## src/rtl/lcd_rect_fill_command_stream_assert.svh

```systemverilog
// ----------------------------------------------------------------------------
// Assertion macros for the rectangle fill command stream
// Shared property forms, clocked on i_clk and disabled while i_rst_n is low.
// ----------------------------------------------------------------------------
`ifndef LCD_RECT_FILL_COMMAND_STREAM_ASSERT_SVH
`define LCD_RECT_FILL_COMMAND_STREAM_ASSERT_SVH

// same-cycle implication
`define LRF_ASSERT_NOW(lbl, ante, cons, msg) \
    lbl: assert property (@(posedge i_clk) disable iff (!i_rst_n) (ante) |-> (cons)) \
        else $error(msg);

// next-cycle implication
`define LRF_ASSERT_NEXT(lbl, ante, cons, msg) \
    lbl: assert property (@(posedge i_clk) disable iff (!i_rst_n) (ante) |=> (cons)) \
        else $error(msg);

`endif

```

## src/rtl/lrf_pkg.sv

```systemverilog
// ----------------------------------------------------------------------------
// lrf_pkg
// Types and constants shared by the rectangle fill command stream modules.
// ----------------------------------------------------------------------------
package lrf_pkg;

    localparam int CFG_IDX_W = 2;

    localparam logic [CFG_IDX_W-1:0] CFG_COL_OFF = 2'd0;
    localparam logic [CFG_IDX_W-1:0] CFG_ROW_OFF = 2'd1;
    localparam logic [CFG_IDX_W-1:0] CFG_SCR_W   = 2'd2;
    localparam logic [CFG_IDX_W-1:0] CFG_SCR_H   = 2'd3;

    localparam logic [7:0] SCR_W_RESET = 8'd128;
    localparam logic [7:0] SCR_H_RESET = 8'd160;

    // panel command codes
    localparam logic [7:0] CMD_CASET = 8'h2A;
    localparam logic [7:0] CMD_RASET = 8'h2B;
    localparam logic [7:0] CMD_RAMWR = 8'h2C;
    localparam logic [7:0] BYTE_ZERO = 8'h00;

    // header sequence positions
    localparam logic [3:0] STEP_CASET = 4'd0;
    localparam logic [3:0] STEP_XS    = 4'd2;
    localparam logic [3:0] STEP_XE    = 4'd4;
    localparam logic [3:0] STEP_RASET = 4'd5;
    localparam logic [3:0] STEP_YS    = 4'd7;
    localparam logic [3:0] STEP_YE    = 4'd9;
    localparam logic [3:0] STEP_RAMWR = 4'd10;
    localparam logic [3:0] STEP_PIXEL = 4'd11;

    // command queue
    localparam int Q_AW    = 2;
    localparam int Q_DEPTH = 1 << Q_AW;
    localparam int Q_CW    = Q_AW + 1;

    typedef struct packed {
        logic [7:0] col_off;
        logic [7:0] row_off;
        logic [7:0] scr_w;
        logic [7:0] scr_h;
    } t_cfg;

    typedef struct packed {
        logic        is_start;
        logic        drop;
        logic [7:0]  xs;
        logic [7:0]  xe;
        logic [7:0]  ys;
        logic [7:0]  ye;
        logic [15:0] color;
        logic [7:0]  w;
        logic [7:0]  h;
    } t_cmd;

    typedef struct packed {
        logic not_empty;
        logic full;
    } t_q_stat;

endpackage

```

## src/rtl/lcd_rect_fill_command_stream.sv

```systemverilog
// ----------------------------------------------------------------------------
// lcd_rect_fill_command_stream
// Rectangle fill byte stream for a serial LCD panel: window setup commands
// followed by the fill colour, one byte per advance transaction during a fill.
// ----------------------------------------------------------------------------
//
//  channel | direction | handshake                 | payload
//  --------+-----------+---------------------------+-------------------------
//  in      | sink      | i_in_valid / o_in_stall   | action, rect x y w h, colour
//  out     | source    | o_out_valid / i_out_stall | byte, is_data, last
//  cfg     | sink      | i_cfg_valid / o_cfg_ready | 2-bit index, 8-bit data
//
//  Sustained rate: one input transaction per cycle while o_in_stall is low, one
//  output byte per cycle while advances are queued and i_out_stall is low; an
//  advance's byte passes the queue write, then the back end's output register. The
//  4-entry command queue sets how far the front runs ahead while the output is
//  stalled, and o_in_stall rises when full. Reset is synchronous and clears all
//  control state; no sweep. Config writes are always ready; the user must issue
//  them only while the block is idle; the block itself does not enforce it.
module lcd_rect_fill_command_stream
    import lrf_pkg::*;
(
    input  logic                 i_clk,
    input  logic                 i_rst_n,
    // input transactions
    input  logic                 i_in_valid,
    output logic                 o_in_stall,
    input  logic                 i_action,
    input  logic [7:0]           i_rect_x,
    input  logic [7:0]           i_rect_y,
    input  logic [7:0]           i_rect_w,
    input  logic [7:0]           i_rect_h,
    input  logic [15:0]          i_fill_color,
    // output transactions
    output logic                 o_out_valid,
    input  logic                 i_out_stall,
    output logic [7:0]           o_out_byte,
    output logic                 o_is_data,
    output logic                 o_last,
    // configuration writes
    input  logic                 i_cfg_valid,
    output logic                 o_cfg_ready,
    input  logic [CFG_IDX_W-1:0] i_cfg_index,
    input  logic [7:0]           i_cfg_data
);

    t_cfg    r_cfg;
    t_cmd    w_front_cmd;
    t_cmd    w_head_cmd;
    t_q_stat w_q_stat;
    logic    w_push;
    logic    w_pop;

    // configuration registers
    always_ff @(posedge i_clk) begin
        if (!i_rst_n) begin
            r_cfg.col_off <= 8'd0;
            r_cfg.row_off <= 8'd0;
            r_cfg.scr_w   <= SCR_W_RESET;
            r_cfg.scr_h   <= SCR_H_RESET;
        end else if (i_cfg_valid) begin
            case (i_cfg_index)
                CFG_COL_OFF: r_cfg.col_off <= i_cfg_data;
                CFG_ROW_OFF: r_cfg.row_off <= i_cfg_data;
                CFG_SCR_W:   r_cfg.scr_w   <= i_cfg_data;
                CFG_SCR_H:   r_cfg.scr_h   <= i_cfg_data;
                default:     r_cfg         <= r_cfg;
            endcase
        end
    end

    assign o_cfg_ready = 1'b1;

    // front: classify and clip, straight into the queue
    lrf_front u_front (
        .i_cfg        (r_cfg),
        .i_action     (i_action),
        .i_rect_x     (i_rect_x),
        .i_rect_y     (i_rect_y),
        .i_rect_w     (i_rect_w),
        .i_rect_h     (i_rect_h),
        .i_fill_color (i_fill_color),
        .o_cmd        (w_front_cmd)
    );

    assign o_in_stall = w_q_stat.full;
    assign w_push     = i_in_valid && !w_q_stat.full;

    lrf_queue u_queue (
        .i_clk   (i_clk),
        .i_rst_n (i_rst_n),
        .i_push  (w_push),
        .i_cmd   (w_front_cmd),
        .i_pop   (w_pop),
        .o_cmd   (w_head_cmd),
        .o_stat  (w_q_stat)
    );

    // back: fill sequencer with registered output
    lrf_back u_back (
        .i_clk       (i_clk),
        .i_rst_n     (i_rst_n),
        .i_cmd       (w_head_cmd),
        .i_q_stat    (w_q_stat),
        .o_pop       (w_pop),
        .o_out_valid (o_out_valid),
        .i_out_stall (i_out_stall),
        .o_out_byte  (o_out_byte),
        .o_is_data   (o_is_data),
        .o_last      (o_last)
    );

endmodule

```

## src/rtl/lrf_front.sv

```systemverilog
// ----------------------------------------------------------------------------
// lrf_front
// Classifies input transactions; rejects and clips start rectangles and
// works out the offset window addresses.
// ----------------------------------------------------------------------------
module lrf_front
    import lrf_pkg::*;
(
    input  t_cfg        i_cfg,
    input  logic        i_action,
    input  logic [7:0]  i_rect_x,
    input  logic [7:0]  i_rect_y,
    input  logic [7:0]  i_rect_w,
    input  logic [7:0]  i_rect_h,
    input  logic [15:0] i_fill_color,
    output t_cmd        o_cmd
);

    logic [7:0] w_wc;
    logic [7:0] w_hc;

    always_comb begin
        // clip once the far edge passes the screen edge
        if (({1'b0, i_rect_x} + {1'b0, i_rect_w}) >= ({1'b0, i_cfg.scr_w} + 9'd1)) begin
            w_wc = i_cfg.scr_w - i_rect_x;
        end else begin
            w_wc = i_rect_w;
        end
        if (({1'b0, i_rect_y} + {1'b0, i_rect_h}) >= ({1'b0, i_cfg.scr_h} + 9'd1)) begin
            w_hc = i_cfg.scr_h - i_rect_y;
        end else begin
            w_hc = i_rect_h;
        end

        o_cmd.is_start = ~i_action;
        o_cmd.drop     = (i_rect_x >= i_cfg.scr_w) || (i_rect_y >= i_cfg.scr_h);
        o_cmd.xs       = i_rect_x + i_cfg.col_off;
        o_cmd.xe       = i_rect_x + w_wc + i_cfg.col_off - 8'd1;
        o_cmd.ys       = i_rect_y + i_cfg.row_off;
        o_cmd.ye       = i_rect_y + w_hc + i_cfg.row_off - 8'd1;
        o_cmd.color    = i_fill_color;
        o_cmd.w        = w_wc;
        o_cmd.h        = w_hc;
    end

endmodule

```

## src/rtl/lrf_queue.sv

```systemverilog
// ----------------------------------------------------------------------------
// lrf_queue
// Short command queue between the front and back parts.
// ----------------------------------------------------------------------------
`include "lcd_rect_fill_command_stream_assert.svh"

module lrf_queue
    import lrf_pkg::*;
(
    input  logic    i_clk,
    input  logic    i_rst_n,
    input  logic    i_push,
    input  t_cmd    i_cmd,
    input  logic    i_pop,
    output t_cmd    o_cmd,
    output t_q_stat o_stat
);

    t_cmd            r_mem [Q_DEPTH];
    logic [Q_AW-1:0] r_wr_ptr;
    logic [Q_AW-1:0] r_rd_ptr;
    logic [Q_CW-1:0] r_count;

    always_ff @(posedge i_clk) begin
        if (!i_rst_n) begin
            r_wr_ptr <= '0;
            r_rd_ptr <= '0;
            r_count  <= '0;
        end else begin
            if (i_push) begin
                r_wr_ptr <= r_wr_ptr + Q_AW'(1);
            end
            if (i_pop) begin
                r_rd_ptr <= r_rd_ptr + Q_AW'(1);
            end
            case ({i_push, i_pop})
                2'b10:   r_count <= r_count + Q_CW'(1);
                2'b01:   r_count <= r_count - Q_CW'(1);
                default: r_count <= r_count;
            endcase
        end
    end

    always_ff @(posedge i_clk) begin
        if (i_push) begin
            r_mem[r_wr_ptr] <= i_cmd;
        end
    end

    assign o_cmd            = r_mem[r_rd_ptr];
    assign o_stat.not_empty = (r_count != '0);
    assign o_stat.full      = (r_count == Q_CW'(Q_DEPTH));

    `LRF_ASSERT_NOW(a_no_overflow, i_push, r_count != Q_CW'(Q_DEPTH), "queue overflow")
    `LRF_ASSERT_NOW(a_no_underflow, i_pop, r_count != '0, "queue underflow")

endmodule

```

## src/rtl/lrf_back.sv

```systemverilog
// ----------------------------------------------------------------------------
// lrf_back
// Executes queued commands: holds the fill state and produces one panel
// byte per advance during a fill into a registered output stage.
// ----------------------------------------------------------------------------
`include "lcd_rect_fill_command_stream_assert.svh"

module lrf_back
    import lrf_pkg::*;
(
    input  logic       i_clk,
    input  logic       i_rst_n,
    input  t_cmd       i_cmd,
    input  t_q_stat    i_q_stat,
    output logic       o_pop,
    output logic       o_out_valid,
    input  logic       i_out_stall,
    output logic [7:0] o_out_byte,
    output logic       o_is_data,
    output logic       o_last
);

    logic        r_busy,  n_busy;
    logic [3:0]  r_step,  n_step;
    logic        r_low,   n_low;
    logic [7:0]  r_xs,    n_xs;
    logic [7:0]  r_xe,    n_xe;
    logic [7:0]  r_ys,    n_ys;
    logic [7:0]  r_ye,    n_ye;
    logic [15:0] r_color, n_color;
    logic [7:0]  r_cols,  n_cols;
    logic [7:0]  r_rows,  n_rows;
    logic [7:0]  r_cw,    n_cw;

    logic        r_out_valid;
    logic [7:0]  r_out_byte;
    logic        r_is_data;
    logic        r_last;

    logic        w_open;
    logic        w_pop;
    logic        w_emit;
    logic [7:0]  w_byte;
    logic        w_data;
    logic        w_fin;

    assign w_open = !r_out_valid || !i_out_stall;
    assign w_pop  = i_q_stat.not_empty && w_open;
    assign w_emit = w_pop && !i_cmd.is_start && r_busy;

    always_comb begin
        n_busy  = r_busy;
        n_step  = r_step;
        n_low   = r_low;
        n_xs    = r_xs;
        n_xe    = r_xe;
        n_ys    = r_ys;
        n_ye    = r_ye;
        n_color = r_color;
        n_cols  = r_cols;
        n_rows  = r_rows;
        n_cw    = r_cw;
        w_byte  = BYTE_ZERO;
        w_data  = 1'b1;
        w_fin   = 1'b0;

        if (w_pop && i_cmd.is_start) begin
            // a start aborts any fill, dropped or not
            n_busy = 1'b0;
            if (!i_cmd.drop) begin
                n_busy  = 1'b1;
                n_step  = STEP_CASET;
                n_low   = 1'b0;
                n_xs    = i_cmd.xs;
                n_xe    = i_cmd.xe;
                n_ys    = i_cmd.ys;
                n_ye    = i_cmd.ye;
                n_color = i_cmd.color;
                n_cols  = i_cmd.w;
                n_rows  = i_cmd.h;
                n_cw    = i_cmd.w;
            end
        end else if (w_emit) begin
            if (r_step != STEP_PIXEL) begin
                case (r_step)
                    STEP_CASET: begin w_byte = CMD_CASET; w_data = 1'b0; end
                    STEP_XS:    w_byte = r_xs;
                    STEP_XE:    w_byte = r_xe;
                    STEP_RASET: begin w_byte = CMD_RASET; w_data = 1'b0; end
                    STEP_YS:    w_byte = r_ys;
                    STEP_YE:    w_byte = r_ye;
                    STEP_RAMWR: begin w_byte = CMD_RAMWR; w_data = 1'b0; end
                    default:    w_byte = BYTE_ZERO;
                endcase
                n_step = r_step + 4'd1;
                // empty window: header only
                if ((r_step == STEP_RAMWR) && ((r_cols == 8'd0) || (r_rows == 8'd0))) begin
                    w_fin  = 1'b1;
                    n_busy = 1'b0;
                end
            end else if (!r_low) begin
                w_byte = r_color[15:8];
                n_low  = 1'b1;
            end else begin
                w_byte = r_color[7:0];
                n_low  = 1'b0;
                if (r_cols <= 8'd1) begin
                    if (r_rows <= 8'd1) begin
                        w_fin  = 1'b1;
                        n_busy = 1'b0;
                        n_cols = 8'd0;
                        n_rows = 8'd0;
                    end else begin
                        n_rows = r_rows - 8'd1;
                        n_cols = r_cw;
                    end
                end else begin
                    n_cols = r_cols - 8'd1;
                end
            end
        end
    end

    always_ff @(posedge i_clk) begin
        if (!i_rst_n) begin
            r_busy      <= 1'b0;
            r_step      <= STEP_CASET;
            r_low       <= 1'b0;
            r_out_valid <= 1'b0;
        end else begin
            r_busy <= n_busy;
            r_step <= n_step;
            r_low  <= n_low;
            if (w_open) begin
                r_out_valid <= w_emit;
            end
        end
    end

    always_ff @(posedge i_clk) begin
        r_xs    <= n_xs;
        r_xe    <= n_xe;
        r_ys    <= n_ys;
        r_ye    <= n_ye;
        r_color <= n_color;
        r_cols  <= n_cols;
        r_rows  <= n_rows;
        r_cw    <= n_cw;
        if (w_open) begin
            r_out_byte <= w_byte;
            r_is_data  <= w_data;
            r_last     <= w_fin;
        end
    end

    assign o_pop       = w_pop;
    assign o_out_valid = r_out_valid;
    assign o_out_byte  = r_out_byte;
    assign o_is_data   = r_is_data;
    assign o_last      = r_last;

    `LRF_ASSERT_NOW(a_step_range, 1'b1, r_step <= STEP_PIXEL, "header step out of range")
    `LRF_ASSERT_NOW(a_low_in_pixels, r_low, r_step == STEP_PIXEL, "low byte flag in header")
    `LRF_ASSERT_NEXT(a_last_idles, w_emit && w_fin, !r_busy, "busy after final byte")

endmodule
```

## config.mk

```make
export PLATFORM = sky130hd
export DESIGN_NAME = lcd_rect_fill_command_stream
export DESIGN_NICKNAME = d
export VERILOG_FILES = /design/src/rtl/lrf_pkg.sv /design/src/rtl/lcd_rect_fill_command_stream.sv /design/src/rtl/lrf_front.sv /design/src/rtl/lrf_queue.sv /design/src/rtl/lrf_back.sv
export VERILOG_INCLUDE_DIRS = /design/src /design/src/rtl
export SDC_FILE = /design/constraint.sdc
export NUM_CORES = 1
export LEC_CHECK = 0
export ABC_AREA = 1
export BUFFER_PORTS_ARGS = -buffer_cell sky130_fd_sc_hd__buf_2
export CAP_MARGIN = 20
export CORE_MARGIN = 1
export CORE_UTILIZATION = 55
export CTS_BUF_LIST = sky130_fd_sc_hd__clkbuf_2
export CTS_CLUSTER_DIAMETER = 200
export DETAILED_ROUTE_END_ITERATION = 12
export PLACE_DENSITY = 0.76
export SETUP_SLACK_MARGIN = 0.4
export SLEW_MARGIN = 5
export SYNTH_ARGS = -nofsm -noshare
export SYNTH_HDL_FRONTEND = slang
export SYNTH_SLANG_ARGS = --single-unit
```

## constraint.sdc

```tcl
create_clock -name i_clk -period 4.6 [get_ports i_clk]
set_clock_uncertainty 0.15 [all_clocks]
set_input_delay 0.23 -clock i_clk [delete_from_list [all_inputs] [get_ports i_clk]]
set_output_delay 0.23 -clock i_clk [all_outputs]
set_load 0.005 [all_outputs]
```

==> impl_metrics.csv <==
group,metric,value,unit
outcome,status,"finished clean",
global_routing,antenna_found_initial,1,
sta,setup_viol_count_final,0,
finish,drive_gt1_share,19.8,%
yosys,synth_edf_count,346,
global_routing,grt_max_degree,90,
routing,vias,15000,
routing,dr.pass1.iters,5,
yosys,netlist_area,0.0194,sq mm
worst_setup_path,cp.required,5130,ps
placement,portBuffers,75,
die,initial_core_util,55.9,%
die,die_h,190,microns
placement,gp_congestion,0.905,
sta,timing.hold.ws,110,ps
yosys,synthTopCellsByArea,"edfxtp_1 54%, ha_1 6.9%, nand2_1 5.5%",
clock_network,cts_tree,"done",
yosys,synthArstFlopShare,0,%
yosys,yosys_warnings,0,
sta,worstMarginPinSlew,1090,ps
power_and_ir_drop,cellLeakagePower,9.51,nW
yosys,yosysMostFrequentCell,"edfxtp_1",
die,die-area,0.0360,sq mm
worst_setup_path,crit_arrival,4740,ps
finish,area.growth.synth_to_final,20.8,%
global_routing,grt_pass1_vias,14800,
yosys,ys_seq_elements,394,
finish,seqCellArea,0.0114,sq mm
global_routing,grt_pass1_wl,75900,microns
worst_hold_path,hold_depth,5,
sta,final_max_slew_viol_count,0,
worst_setup_path,crit_path_start_kind,"flip-flop",
sta,fmax,238,MHz
power_and_ir_drop,power.total,11.6,mW
yosys,synth_top_area_share,53.6,%
sta,period_share,91.5,%
clock_network,cts_root_buffer,"clkbuf_2",
sta,finalHoldViolCount,0,
sta,slew_headroom,27.6,%
global_routing,grt_overflow,0,
finish,num-fill-cells,2539,
routing,drt_drc_violations_left,0,
die,num_rows,68,
die,dieWidth,190,microns
yosys,synth_top_cell_by_area,"edfxtp_1",
yosys,synth_nets,2058,
yosys,yosysUniqueCellTypes,43,
routing,wl,49200,microns
global_routing,grtUsageTotal,27.3,%
yosys,synth_seq_area_share,58.6,%
finish,nets,2358,
routing,drtIter0Drc,1289,
yosys,synth_common_cells,"346 x edfxtp_1, 282 x nand2_1, 224 x inv_1",
clock_network,cts_buffer_depth,3,
clock_network,cts_buffers,97,
clock_network,clock_latency,1020,ps
worst_setup_path,crit_path_end_kind,"flip-flop",
sta,fin_crit,4210,ps
global_routing,met1_usage,34.4,%
finish,multi_input_area,0.00754,sq mm
yosys,avgSynthCellArea,10.4,sq um
yosys,synth_ff_type,"edfxtp_1",
routing,viasPerCell,5.54,
clock_network,clk_pin_slew_worst_paths,110,ps
power_and_ir_drop,p_per_area,498,mW/mm^2
power_and_ir_drop,vdd_drop_max,0.299,mV
routing,ant_nets,0,
yosys,syn_inst,1866,
worst_setup_path,critPathKind,"reg -> reg",
run,cap_viol_max_count,0,
global_routing,use_met3,5.24,%
clock_network,htree_num_levels,3,
global_routing,grt_use_met2,46.5,%
global_routing,top_usage_layer,"met2",
sta,rsz0062_at_grt,"true",
die,io-pin-count,77,
die,coreArea,0.0346,sq mm
worst_setup_path,worstPathMaxFanout,5,
worst_setup_path,rr_worst_depth,24,
placement,hpwlAfterDp,30400,microns
clock_network,cts_num_sinks,394,
worst_hold_path,hold_path.class,"in -> reg",
routing,wire_per_inst,18.2,microns
[cells by family after synthesis]
logic type	Yosys count	share of synthesized area [%]
adder cells (fa/ha/maj)	128	9.08
buffers and inverters	287	5.83
AO/OA/AOI/OAI	378	10.4
other	1	0.0194
flip-flops	394	58.6
AND/OR/NAND/NOR	613	13.1
XOR/XNOR	65	2.94
[placed cells by master, fill, tap and decap left out, types with 12 or more instances in the layout]
cell type      Yosys  final
nand2_1          282    264
o21ai_0          188    184
buf_2             15     73
nor3_1            18     13
ha_4               0     16
ha_1             107     90
nor2_1           203    185
o22ai_1           58     58
clkinv_1           1     15
edfxtp_1         346    346
xor2_1            42     39
buf_4              5     68
clkbuf_2           0    146
fa_1              21     16
nand4_1           18     18
xnor2_1           23     21
inv_1            224    215
dfxtp_1           48     37
a21oi_2            2     12
dlygate4sd3_1      0    112
nand2_2            5     20
a21oi_1          106     94
nand3_1           72     60
[what timing repair did]
| item | CTS | global route |
|---|---|---|
| pin swaps | 13 | 52 |
| endpoints found under the hold margin | 301 | 0 |
| hold buffers | 113 | 0 |
| setup buffers | 8 | 16 |
| gates cloned | 1 | 0 |
| setup endpoints to repair | 31 | 44 |
| gates resized for setup | 32 | 80 |
[routing by layer]
layer	share of wire, %	vias to the layer above
met3	6.6	117
met4	2.8	0
met1	41	7127
met5	0	-
met2	50	631
li1	-	7082
[critical path, stage by stage (launching register included)]
cell	delay, ps
dfxtp_4	410
nand3_2	140
nor3_4	240
buf_4	140
xnor2_1	150
ha_1	310
nand2_4	80
nor2_2	40
nand4_1	190
buf_4	160
nand3_4	100
nand2_2	100
o21ai_2	60
fa_1	500
inv_2	50
ha_4	160
fa_2	390
inv_2	60
nor3_2	40
nor2_2	120
inv_1	50
nand2_1	50
nand2_1	60
nand3_1	100
nand2_2	80
[registers in the layout, indices dropped and copies added (netlist names), named ones only]
signal / cells
u_queue.r_mem: 264
r_cfg: 32
u_back.r_color: 16
u_back.o_out_byte: 8
u_back.r_cols: 8
u_back.r_cw: 8
u_back.r_rows: 8
u_back.r_xe: 8
u_back.r_xs: 8
u_back.r_ye: 8
u_back.r_ys: 8
u_back.r_step: 4
u_queue.r_count: 3
u_queue.r_rd_ptr: 2
u_queue.r_wr_ptr: 2
u_back.o_is_data: 1
u_back.o_last: 1
u_back.o_out_valid: 1
u_back.r_busy: 1
u_back.r_low: 1
[worst paths after layout]
check | startpoint | endpoint | slack [ps]
hold reg to reg | r_cfg[24] | r_cfg[24] | 340
setup reg to reg | r_cfg[1] | u_queue.r_mem[3][39] | 390
setup / recovery | r_cfg[1] | u_queue.r_mem[3][39] | 390
hold / removal | i_rect_x[0] | u_queue.r_mem[2][56] | 110
[report_power, final]
part,total (mW),switching [mW],internal [mW]
Clock,2.39,1.41,0.986
Combinational,4.05,2.64,1.41
Sequential,5.20,0.277,4.93
[metrics by stage]
| step | instance area, sq um | worst slack (ps) | TNS [ps] | utilization (%) | std cells |
|---|---|---|---|---|---|
| 3_3_place_gp | 20600 | 16.3 | 0 | 59.6 | 2384 |
| 2_1_floorplan | 19500 | 307 | 0 | - | 1866 |
| 6_report | 23400 | 391 | 0 | 67.5 | 2700 |
| 5_1_grt | 23400 | 211 | 0 | 67.5 | 2700 |
| 4_1_cts | 22900 | 392 | 0 | 66.1 | 2683 |
| 3_5_place_dp | 20600 | -106 | -1150 | 59.6 | 2384 |
[layout make-up]
class / count / share of cell area [%]
inverters: 227 / 3.65
diodes: 1 / 0.0107
clock buffers: 146 / 3.12
multi-input cells: 1186 / 32.2
flip-flops and latches: 394 / 48.7
well taps: 455 / 2.43
repair buffers: 260 / 8.96
clock inverters: 31 / 0.910
Power figures use the tool's default switching activity.
